### config.mk
export PLATFORM = sky130hd
export DESIGN_NAME = tpl_slope_div
export DESIGN_NICKNAME = d
export VERILOG_FILES = /design/src/rtl/core/tpl_pkg.sv /design/src/rtl/core/tpl_slope_div.sv
export SDC_FILE = /design/constraint.sdc
export NUM_CORES = 2
export LEC_CHECK = 0
export BUFFER_PORTS_ARGS = -buffer_cell sky130_fd_sc_hd__buf_2
export CAP_MARGIN = 20
export CORE_ASPECT_RATIO = 0.75
export CORE_MARGIN = 2
export CORE_UTILIZATION = 55
export DETAILED_ROUTE_END_ITERATION = 10
export PLACE_DENSITY_LB_ADDON = 0.05
export SETUP_SLACK_MARGIN = 0.02
export SLEW_MARGIN = 0
export SYNTH_ARGS = -nofsm -noshare
export SYNTH_HDL_FRONTEND = slang
export SYNTH_SLANG_ARGS = --single-unit
### constraint.sdc
create_clock -name clock -period 4 [get_ports clock]
set_clock_uncertainty 0.15 [all_clocks]
set_input_delay 0.8 -clock clock [delete_from_list [all_inputs] [get_ports clock]]
set_output_delay 0.8 -clock clock [all_outputs]
set_load 0.02 [all_outputs]
### src/rtl/core/tpl_pkg.sv
package tpl_pkg;

   localparam int TablePoints = 8;
   localparam int NumRegs = 8;
   localparam int RegIndexWidth = 3;
   localparam int RegWidth = 24;
   localparam int ResWidth = 16;
   localparam int TempWidth = 8;
   localparam int OutTempWidth = 10;
   localparam int RegionWidth = 2;

   localparam int Scale = 10000;
   localparam int ScaleWidth = 14;
   localparam int SlopeNumWidth = TempWidth + ScaleWidth;
   localparam int ProdWidth = SlopeNumWidth + ResWidth;
   localparam int ScaleQuoWidth = 25;
   localparam int SumWidth = 27;

   // division by the scale: a shift by four, then a reciprocal of 625
   localparam int ScaleShift = 4;
   localparam int ShiftedWidth = ProdWidth - ScaleShift;
   localparam int SplitWidth = 17;
   localparam int RecipWidth = 35;
   localparam int RecipHiWidth = RecipWidth - SplitWidth;
   localparam int RecipShift = 44;
   localparam logic [RecipWidth-1:0] ScaleRecip = 35'd28147497672;
   localparam int HiProdWidth = SplitWidth + RecipHiWidth;
   localparam int LoProdWidth = 2 * SplitWidth;
   localparam int FullProdWidth = ShiftedWidth + RecipWidth;
   localparam int ScaleStages = 3;

   localparam logic [RegionWidth-1:0] RegionInside = 2'd0;
   localparam logic [RegionWidth-1:0] RegionCold = 2'd1;
   localparam logic [RegionWidth-1:0] RegionHot = 2'd2;

   localparam logic signed [OutTempWidth-1:0] ColdTemp = OutTempWidth'(-10);
   localparam logic signed [OutTempWidth-1:0] HotTemp = OutTempWidth'(200);
   localparam logic signed [OutTempWidth-1:0] OutMax = OutTempWidth'(511);
   localparam logic signed [OutTempWidth-1:0] OutMin = OutTempWidth'(-512);
   localparam logic signed [SumWidth-1:0] SumMax = SumWidth'(511);
   localparam logic signed [SumWidth-1:0] SumMin = SumWidth'(-512);

   localparam logic [RegWidth-1:0] ResetTable [NumRegs] = '{
      24'd96536, 24'd675360, 24'd1648400, 24'd2625740,
      24'd3935160, 24'd5244830, 24'd6554500, 24'd9830900
   };

   function automatic logic [TempWidth-1:0] bp_temp(input logic [RegWidth-1:0] bp);
      return bp[RegWidth-1:ResWidth];
   endfunction

   function automatic logic [ResWidth-1:0] bp_res(input logic [RegWidth-1:0] bp);
      return bp[ResWidth-1:0];
   endfunction

endpackage

### src/rtl/core/tpl_slope_div.sv
module tpl_slope_div (
   input  logic                              clock,
   input  logic                              reset,
   input  logic                              in_valid,
   input  logic [tpl_pkg::SlopeNumWidth-1:0] in_num,
   input  logic [tpl_pkg::ResWidth-1:0]      in_den,
   output logic                              out_valid,
   output logic [tpl_pkg::SlopeNumWidth-1:0] out_quo
);
   import tpl_pkg::*;

   // restoring divider, one quotient bit per stage
   logic                     valid_ff [SlopeNumWidth];
   logic [SlopeNumWidth-1:0] num_ff [SlopeNumWidth];
   logic [SlopeNumWidth-1:0] quo_ff [SlopeNumWidth];
   logic [ResWidth-1:0]      rem_ff [SlopeNumWidth];
   logic [ResWidth-1:0]      den_ff [SlopeNumWidth];

   for (genvar j = 0; j < SlopeNumWidth; j++) begin : g_stage
      logic                     src_valid;
      logic [SlopeNumWidth-1:0] src_num;
      logic [SlopeNumWidth-1:0] src_quo;
      logic [ResWidth-1:0]      src_rem;
      logic [ResWidth-1:0]      src_den;
      logic [ResWidth:0]        trial;
      logic [ResWidth:0]        diff;
      logic [ResWidth-1:0]      rem_in;
      logic [SlopeNumWidth-1:0] quo_in;
      logic [SlopeNumWidth-1:0] num_in;

      if (j == 0) begin : g_head
         assign src_valid = in_valid;
         assign src_num = in_num;
         assign src_quo = '0;
         assign src_rem = '0;
         assign src_den = in_den;
      end else begin : g_tail
         assign src_valid = valid_ff[j-1];
         assign src_num = num_ff[j-1];
         assign src_quo = quo_ff[j-1];
         assign src_rem = rem_ff[j-1];
         assign src_den = den_ff[j-1];
      end

      assign trial = {src_rem, src_num[SlopeNumWidth-1]};
      assign diff = trial - {1'b0, src_den};
      // no borrow means the trial remainder covers the divisor
      assign rem_in = diff[ResWidth] ? trial[ResWidth-1:0] : diff[ResWidth-1:0];
      assign quo_in = {src_quo[SlopeNumWidth-2:0], ~diff[ResWidth]};
      assign num_in = {src_num[SlopeNumWidth-2:0], 1'b0};

      always_ff @(posedge clock) begin
         if (reset) begin
            valid_ff[j] <= 1'b0;
         end else begin
            valid_ff[j] <= src_valid;
         end
      end

      always_ff @(posedge clock) begin
         num_ff[j] <= num_in;
         quo_ff[j] <= quo_in;
         rem_ff[j] <= rem_in;
         den_ff[j] <= src_den;
      end
   end

   assign out_valid = valid_ff[SlopeNumWidth-1];
   assign out_quo = quo_ff[SlopeNumWidth-1];

endmodule

==> results by group <==
STA
  • Max Freq: 0.274 GHz
  • Worst slew pin tran: 800 ps
  • Fin crit share: 91.3%
  • Slew Limit Fails: 0
  • Hold WS: 62.1 ps
  • Slew Limit Headroom: 46.1%
  • # setup viols final: 0
  • Hold Violations, Final: 0
  • Crit path time final: 3650 ps
  • RSZ-0062 raised after global routing: false
  • Fin Setup TNS: 0 ps

Route
  • Iter 0 DRT Violations: 1804
  • Remaining routing DRC violations: 0
  • Routed length per placed instance: 15.2 um
  • DR WL met2: 23.9 mm
  • Post-Route M1 WL: 50.3 mm
  • Via density: 5.06
  • Wire length on met3: 4.68 mm
  • Vias: 26700
  • Drt first pass iters: 5
  • Post-route ant nets: 0
  • Top routing layer used: met4
  • Detailed Route WL: 80.3 mm

Layout
  • Fraction of layout cells with a size suffix above 1: ~14%
  • Area of the multi-input gates: 0.0184 mm^2
  • FILL cells: 6423
  • Ant diodes: 0
  • Nets@finish: 4533
  • Reg area: about 0.024 mm^2
  • Area Overhead vs Synth: 13.2%

Clock tree
  • Clk root buf: clkbuf_16
  • Max Root-Sink Buffers: 3
  • Setup Buffers After CTS: 0
  • Clk sink count: 1178
  • CTS Buf Count: 109
  • Clock transition at path regs: 70 ps
  • Clock insertion delay at the later pin of the skew report: 700 ps
  • H-tree levels: 3
  • Post-CTS sizing: 0
  • CTS tree: done
  • Hold_buf cts: 0

Worst setup path
  • Crit Path Max Fanout: 17
  • Crit start category: register
  • Setup slack, reg-to-reg: 350 ps
  • Kind of critical path: register to register
  • Crit path DAT: approximately 4100 ps
  • CP endpoint kind: register
  • Crit path required time: 4420 ps

Job
  • Max-cap violations: 0

Floorplanning
  • I/O pins: 64
  • Die area: 0.0818 mm^2
  • Die H: 248 um
  • Initial core utilization: 55.6%
  • Core area: 0.0787 mm^2
  • Rows: between 80 and 90
  • Chip width: approximately 330 um

GRT
  • Gr ovfl total: 0
  • Largest net degree at the start of global routing: 33
  • Antenna violations before repair: 1
  • Global-route wire length before repair: 132 mm
  • Vias in the first global route: 24500
  • Aggregate global-route resource usage: 20.0%

Logic synthesis
  • Cell variety after synth: 75
  • Post-synthesis sequential area ratio: 53.9%
  • Area contributors post-synth: dfxtp_1 (54%), ha_1 (9.6%), mux2_2 (6.5%)
  • Synth Instances: 3961
  • Synth Warn #: 0
  • Synth Cell Area: 0.0437 mm^2
  • Syn_area_per_cell: about 11 um^2
  • EDFF count, synth: 0
  • Area leader, netlist: dfxtp_1
  • Main synth FF type: dfxtp_1
  • Post-synthesis async set-or-reset flop share: 0%
  • Share of the synthesized area in the top cell type: 53.9%
  • Yosys reg bits: 1178

Power and ir drop
  • PD cells: 960 mW/mm^2
  • Peak VDD IR: 0.713 mV
  • Leakage: between 20 and 25 nW
  • Pwr Total: between 0.04 and 0.05 W

Status
  • Status: finished, final reports clean

Hold path
  • Hold/Removal Path Class: primary input to register

Placed design
  • HPWL Detailed: approximately 60 mm
  • Input/output buffers: 63
  • RePlAce Congestion: 0.883
-- cell families after synthesis --
logic type,Yosys count,synth area share (%)
adders and majority gates,357,10.6
buffers and inverters,468,4.15
AOI/OAI and AO/OA,699,10.5
and+or+nand+nor,706,8.05
xor gates and xnor gates,244,5.01
DFF,1178,53.9
other,1,0.00857
muxes,308,7.85
-- worst max-delay path: stages (launching register included) --
cell and delay [ps]:
dfxtp_1 310, inv_1 50, ha_1 220, fa_1 410
nor2b_1 190, o31ai_1 140, a21oi_1 390, a41oi_1 250
nor4b_2 230, or3_1 420, o311ai_4 80, buf_4 330
mux2_2 370
-- final cells by class --
type                       instances  share of cell area [%]
tap                             1046                    2.64
timing repair buffer             100                    1.30
multi-input combinational       2321                    37.2
inverter                         425                    3.22
sequential                      1178                    47.6
clock buffer                     143                    6.13
clock inverter                    58                    1.85
-- report_power, final --
part	leakage, nW	internal [W]	total (W)	switching, W
registers	9.92	0.0151	0.0165	0.00139
clock network	1.92	0.00662	0.0111	0.00451
logic	10.7	0.00983	0.0199	0.0101
total	22.5	0.0315	0.0476	0.0160
-- metrics by stage --
step | setup WS, ps | cell area [um^2] | utilization (%) | instances
floorplan | 728 | 43800 | - | 3967
global placement | 366 | 45600 | 57.9 | 5070
detailed placement | 416 | 45600 | 57.9 | 5070
CTS | 374 | 49500 | 62.9 | 5271
global route | 60.5 | 49500 | 62.9 | 5271
finish | 349 | 49500 | 62.9 | 5271
-- synthesized netlist by cell type (7+ instances only) --
cell / instances
inv_1: 425
o21ai_0: 146
o2111ai_1: 11
a21oi_1: 183
dfxtp_1: 1178
and2_1: 10
a211o_1: 7
mux2_2: 252
or2_2: 16
o31ai_1: 14
nor2_1: 191
o21a_1: 73
nand2_1: 142
nand4_1: 13
a31o_2: 10
or3_1: 32
mux2_4: 7
nor3_1: 69
fa_1: 20
a211oi_1: 17
buf_2: 12
clkbuf_1: 22
a31oi_1: 26
nor2b_1: 75
o211ai_1: 29
nand2b_1: 24
and3_1: 30
o31a_1: 28
nand3_1: 59
a21o_1: 57
nor4_1: 7
o21bai_1: 19
xor2_1: 66
mux2i_1: 49
xnor2_1: 171
a21boi_0: 18
o41ai_1: 9
nand3b_1: 11
ha_1: 337
-- per-layer routing --
metal  global-route usage (%)  vias up
li1                         -    13900
met1                     36.8    12100
met2                     21.2      548
met3                     4.28       99
met4                     4.24        0
met5                        0        -
-- worst paths after layout --
check | from | endpoint | cells after the start
worst min-delay path | in_num[1] | num_ff[0][1] | 1
worst min register to register | num_ff[1][82] | num_ff[1][104] | 0
worst max-delay path | num_ff[0][20] | rem_ff[0][23] | 12
worst max register to register | num_ff[0][20] | rem_ff[0][23] | 12
-- flip-flops by register name (all words and copies together) (netlist names) --
signal / count
quo_ff: 253
rem_ff: 336
valid_ff: 22
num_ff: 231
den_ff: 336
-- cells in the final DEF (no fill, tap or decap), types with 26 or more instances in the layout --
cell       instances
mux2_2           252
a31oi_1           26
inv_1            425
or3_1             32
o21ai_0          146
dfxtp_1         1178
xor2_1            65
nand2_1          142
mux2i_1           49
ha_1             337
buf_2             63
clkbuf_16        109
o31a_1            28
o21a_1            73
buf_4             33
nor2_1           191
o211ai_1          29
a21oi_1          183
and3_1            30
a21o_1            57
nor2b_1           75
nand3_1           59
xnor2_1          163
nor3_1            69
Note: power is estimated with default switching activity, not from simulation.
