$ cat config.mk
export PLATFORM = sky130hd
export DESIGN_NAME = tpl_scale_div
export DESIGN_NICKNAME = d
export VERILOG_FILES = /design/src/rtl/core/tpl_pkg.sv /design/src/rtl/core/tpl_scale_div.sv
export SDC_FILE = /design/constraint.sdc
export NUM_CORES = 1
export LEC_CHECK = 0
export ABC_AREA = 1
export BUFFER_PORTS_ARGS = -buffer_cell sky130_fd_sc_hd__clkbuf_2
export CAP_MARGIN = 20
export CORE_ASPECT_RATIO = 2
export CORE_MARGIN = 2
export CORE_UTILIZATION = 52
export DETAILED_ROUTE_END_ITERATION = 8
export HOLD_SLACK_MARGIN = 0.12
export PLACE_DENSITY = 0.7
export RECOVER_POWER = 50
export SLEW_MARGIN = 20
export SYNTH_ARGS = -nofsm -noshare
export SYNTH_HDL_FRONTEND = slang
export SYNTH_SLANG_ARGS = --single-unit
$ cat constraint.sdc
create_clock -name clock -period 5.7 [get_ports clock]
set_clock_uncertainty 0.1 [all_clocks]
set_input_delay 0.57 -clock clock [delete_from_list [all_inputs] [get_ports clock]]
set_output_delay 0.57 -clock clock [all_outputs]
set_load 0.1 [all_outputs]
$ cat src/rtl/core/tpl_pkg.sv
package tpl_pkg;

   localparam int TablePoints = 8;
   localparam int NumRegs = 8;
   localparam int RegIndexWidth = 3;
   localparam int RegWidth = 24;
   localparam int ResWidth = 16;
   localparam int TempWidth = 8;
   localparam int OutTempWidth = 10;
   localparam int RegionWidth = 2;

   localparam int Scale = 10000;
   localparam int ScaleWidth = 14;
   localparam int SlopeNumWidth = TempWidth + ScaleWidth;
   localparam int ProdWidth = SlopeNumWidth + ResWidth;
   localparam int ScaleQuoWidth = 25;
   localparam int SumWidth = 27;

   // division by the scale: a shift by four, then a reciprocal of 625
   localparam int ScaleShift = 4;
   localparam int ShiftedWidth = ProdWidth - ScaleShift;
   localparam int SplitWidth = 17;
   localparam int RecipWidth = 35;
   localparam int RecipHiWidth = RecipWidth - SplitWidth;
   localparam int RecipShift = 44;
   localparam logic [RecipWidth-1:0] ScaleRecip = 35'd28147497672;
   localparam int HiProdWidth = SplitWidth + RecipHiWidth;
   localparam int LoProdWidth = 2 * SplitWidth;
   localparam int FullProdWidth = ShiftedWidth + RecipWidth;
   localparam int ScaleStages = 3;

   localparam logic [RegionWidth-1:0] RegionInside = 2'd0;
   localparam logic [RegionWidth-1:0] RegionCold = 2'd1;
   localparam logic [RegionWidth-1:0] RegionHot = 2'd2;

   localparam logic signed [OutTempWidth-1:0] ColdTemp = OutTempWidth'(-10);
   localparam logic signed [OutTempWidth-1:0] HotTemp = OutTempWidth'(200);
   localparam logic signed [OutTempWidth-1:0] OutMax = OutTempWidth'(511);
   localparam logic signed [OutTempWidth-1:0] OutMin = OutTempWidth'(-512);
   localparam logic signed [SumWidth-1:0] SumMax = SumWidth'(511);
   localparam logic signed [SumWidth-1:0] SumMin = SumWidth'(-512);

   localparam logic [RegWidth-1:0] ResetTable [NumRegs] = '{
      24'd96536, 24'd675360, 24'd1648400, 24'd2625740,
      24'd3935160, 24'd5244830, 24'd6554500, 24'd9830900
   };

   function automatic logic [TempWidth-1:0] bp_temp(input logic [RegWidth-1:0] bp);
      return bp[RegWidth-1:ResWidth];
   endfunction

   function automatic logic [ResWidth-1:0] bp_res(input logic [RegWidth-1:0] bp);
      return bp[ResWidth-1:0];
   endfunction

endpackage

$ cat src/rtl/core/tpl_scale_div.sv
module tpl_scale_div (
   input  logic                              clock,
   input  logic                              reset,
   input  logic                              in_valid,
   input  logic [tpl_pkg::ProdWidth-1:0]     in_num,
   output logic                              out_valid,
   output logic [tpl_pkg::ScaleQuoWidth-1:0] out_quo
);
   import tpl_pkg::*;

   // divide by the fixed scale: shift out the factor of 16, multiply by a
   // rounded-up reciprocal of 625 and keep the top bits; exact below 2^34
   logic [ScaleStages-1:0]   valid_ff;
   logic [ShiftedWidth-1:0]  shifted;
   logic [SplitWidth-1:0]    n_hi, n_lo;
   logic [RecipHiWidth-1:0]  m_hi;
   logic [SplitWidth-1:0]    m_lo;
   logic [HiProdWidth-1:0]   hh_ff, lh_ff, hh_mid_ff;
   logic [LoProdWidth-1:0]   hl_ff, ll_ff, ll_mid_ff;
   logic [HiProdWidth:0]     cross_ff;
   logic [FullProdWidth-1:0] product;
   logic [ScaleQuoWidth-1:0] quo_ff;

   assign shifted = in_num[ProdWidth-1:ScaleShift];
   assign n_hi = shifted[ShiftedWidth-1:SplitWidth];
   assign n_lo = shifted[SplitWidth-1:0];
   assign m_hi = ScaleRecip[RecipWidth-1:SplitWidth];
   assign m_lo = ScaleRecip[SplitWidth-1:0];

   always_ff @(posedge clock) begin
      if (reset) begin
         valid_ff <= '0;
      end else begin
         valid_ff <= {valid_ff[ScaleStages-2:0], in_valid};
      end
   end

   // partial products of the two halves
   always_ff @(posedge clock) begin
      hh_ff <= HiProdWidth'(n_hi) * HiProdWidth'(m_hi);
      hl_ff <= LoProdWidth'(n_hi) * LoProdWidth'(m_lo);
      lh_ff <= HiProdWidth'(n_lo) * HiProdWidth'(m_hi);
      ll_ff <= LoProdWidth'(n_lo) * LoProdWidth'(m_lo);
   end

   always_ff @(posedge clock) begin
      cross_ff <= (HiProdWidth+1)'(hl_ff) + (HiProdWidth+1)'(lh_ff);
      hh_mid_ff <= hh_ff;
      ll_mid_ff <= ll_ff;
   end

   // high and low products do not overlap, so they join by concatenation
   assign product = {hh_mid_ff, ll_mid_ff}
                    + FullProdWidth'({cross_ff, {SplitWidth{1'b0}}});

   always_ff @(posedge clock) begin
      quo_ff <= product[FullProdWidth-1:RecipShift];
   end

   assign out_valid = valid_ff[ScaleStages-1];
   assign out_quo = quo_ff;

endmodule

==> results.md <==
* Layout cells sized above 1 at 0.06179
* Fin crit share at 0.9507
* Initial antenna violation count at 2
* Clk slew on worst S/H paths at 80 ps
* DR pass1 iterations at 6
* CP Cell Sequence: clkbuf_2 -> ha_1 -> inv_1 -> fa_1 -> fa_1 -> fa_1 -> inv_1 -> fa_1 -> inv_1 -> fa_1 -> inv_1 -> ha_1 -> nand2_1 -> inv_1 -> a21oi_1 -> inv_1 -> a21oi_1 -> nand2_1 -> nand2_1 -> nand2_1 -> nand2_1 -> nand2_1
* Seq/Total Area, Yosys at 0.1478
* Met3 wire len at 4.383 mm
* Worst path max stage delay at 620 ps
* Place WS at 82.07 ps
* R2R Path Start: hh_ff[2]
* Clk_lat worst skew at 520 ps
* WL met2 at 47.70 mm
* TritonCTS buffer count at 18
* Placed cell count at 4762
* Final Non-Filler Cells at 4796
* Ant. Diodes at 0
* CP max FO at 5
* Buffers & Inverters on Critical Path at 7
* # IOs at 67
* Status: completed
* Synth Area per Inst at 7.802 µm²
* Die span in y at 341.0 µm
* Worst Path Required at 6020 ps
* Via/cell ratio at 5.181
* DRT antenna net count at 0
* Area of the die at 58820 µm²
* Critical Path End Type: register
* First-pass GRT wire length at 141.4 mm
* Htree depth at 1
* Syn Nets at 4680
* Final nets at 4930
* Setup_tns at 0 ps
* RSZ-0062 raised after global routing: no
* CP startpoint kind: input pin
* Final slew viol count at 0
* # rows at 123
* Area overhead of the layout relative to synthesis at 10.34%
* Clock buffer depth at 3
* Vias in the first global route at 26.73k
* Core Box Area at 56170 µm²
* Final count of hold timing violations at 0
* Kind of critical path: input pin to register
* Hold Path Origin: hh_ff[28]
* Synth Register Bits at 218
* DR iter-0 viols at 1125
* Top layer in use: met5
* Die Wd at 172.5 µm
* TritonCTS clock tree: yes
* Routed len/inst at 19.14 µm
* Peak Freq at 184.5 MHz
* Count of clock tree sinks at 218
* Detail Placement HPWL at 79.35 mm
* Remaining DRCs at 0
* Setup Buffers After CTS at 0
* Hold Path Cell Cnt at 0
* Vias at 24.85k
* Worst path top cell family by delay: adder cells
* Worst min path class: register to register
* R2R Setup Slk at 3110 ps
* Async S/R FF share, synth at 0
* Worst Hold End: hh_mid_ff[28]
* Synth cell types at 34
* Worst path slowest cell: fa_1
* Total track usage at 0.3244
* Port buffer count at 62
* Ys Warns at 0
* Mapped cell area at 29520 µm²
* Arr. time, crit path at 5730 ps
* Reg-to-Reg End: cross_ff[15]
* Final Worst Setup Slack at 281.3 ps
* Fillers at 5332
* Rel. slew slack at 0.1759
* WL final at 91.78 mm
* Starting Density at 0.5256
* RePlAce Congestion at 1.061
* Number of flops mapped to enable cells by yosys at 0
* Largest net degree at the start of global routing at 21
* Predominant post-synthesis flop cell: dfxtp_1
* Met1 Wirelength at 26.88 mm
* Final worst path period need at 5419 ps
* Worst slew pin tran at 1241 ps
* Post-synthesis instance total at 3784
* Final setup fails at 0
* GRT overflow at 0
* Worst r2r path cells at 11
* CTS root buf: clkbuf_16
* Max-cap check violation count at 0
==> metal layers <==
layer	GRT usage	vias to the layer above
met1	0.2670	11480
met3	0.06112	472
met2	0.5983	749
li1	-	12150
met4	0.3477	4
met5	0	-
==> layout make-up <==
cell class	count	area [µm²]	area share
Multi-Input combinational cell	2614	21570	0.6620
Sequential cell	218	4364	0.1340
Inverter	951	3570	0.1096
Timing Repair Buffer	231	1528	0.04689
Tap cell	750	938.4	0.02880
Clock buffer	20	489.2	0.01502
Clock inverter	12	121.4	0.003725
==> Yosys cell counts, types with 4 or more instances <==
master      n  share of area
xor2_1     79          0.023
nor2_2      8         0.0017
o21bai_1   14         0.0036
nand4_1    41         0.0087
nand2_2     8         0.0017
a21boi_0    5         0.0013
o21ai_0    87          0.015
nor3_2      4         0.0014
nand3b_1   10         0.0025
a21oi_1   181          0.031
o21a_1      8         0.0020
nor4_1      8         0.0017
a21o_1     19         0.0048
xnor2_1    27         0.0080
o21ai_2     4         0.0012
dfxtp_1   218           0.15
nand2_1   787           0.10
fa_1      363           0.25
nor3_1     35         0.0059
ha_1      492           0.21
nor2_1    276          0.035
nand3_1   140          0.024
inv_1     951           0.12
==> how the worst max path moves through the flow <==
stage                          start         to  slack [ps]  cells after the start
final                      in_num[7]  lh_ff[34]         280                     22
after global placement    in_num[12]  lh_ff[32]          70                     21
after detailed placement  in_num[12]  lh_ff[32]          80                     21
after global routing       in_num[7]  lh_ff[34]          50                     22
after floorplan           in_num[15]  lh_ff[24]         760                     19
after CTS                 in_num[12]  lh_ff[24]         610                     20
==> registers in the layout, summed over array words and instances (netlist names) <==
name / count
out_quo: 25
hl_ff: 29
hh_ff: 33
ll_ff: 14
ll_mid_ff: 15
cross_ff: 33
valid_ff: 3
lh_ff: 33
hh_mid_ff: 33
==> metrics by stage <==
stage / cell area, µm² / hold slack (ps) / utilization
after global placement: 32020 / 210.0 / 0.5701
final: 32580 / 226.6 / 0.5800
after detailed placement: 32020 / 212.1 / 0.5701
after floorplan: 29520 / 209.6 / -
after CTS: 32650 / 228.5 / 0.5813
after global routing: 32580 / 232.1 / 0.5800
==> cells by family (layout without fill, tap and decap cells) <==
| family | after synthesis | after routing | synth area share |
|---|---|---|---|
| AO/OA/AOI/OAI | 326 | 326 | 0.06022 |
| XOR/XNOR | 106 | 106 | 0.03144 |
| adder cells (fa/ha/maj) | 855 | 855 | 0.4546 |
| buffers and inverters | 952 | 1214 | 0.1210 |
| flip-flops | 218 | 218 | 0.1478 |
| AND/OR/NAND/NOR | 1327 | 1327 | 0.1849 |
==> layout by cell type, fill, tap and decap left out, types with 3 or more instances in the layout <==
cell type / count
o21bai_1: 14
nand4_1: 41
o21ai_0: 88
clkinv_4: 3
fa_1: 363
dfxtp_1: 218
a31oi_1: 3
inv_1: 951
nor2_1: 278
and2_1: 3
or2_2: 3
buf_4: 162
xor2_1: 79
a21o_1: 19
clkbuf_16: 19
nand3_1: 140
nand2_2: 8
nor2_2: 6
clkbuf_1: 35
nor3_1: 37
nand2_1: 787
o21a_1: 8
o211ai_1: 3
clkbuf_2: 32
ha_1: 492
xnor2_1: 27
a21oi_1: 181
a21boi_0: 5
nand3b_1: 10
o21ai_2: 3
nor4_1: 8
==> timing repair <==
| item | 4_1_cts | 5_1_grt |
|---|---|---|
| endpoints found under the hold margin | 3 | 0 |
| gates resized for setup | 0 | 0 |
| hold buffers | 2 | 0 |
Power is left out: the tool's default activity adds up to more than one toggle a clock period on the data nets, which glitch-free logic cannot reach.
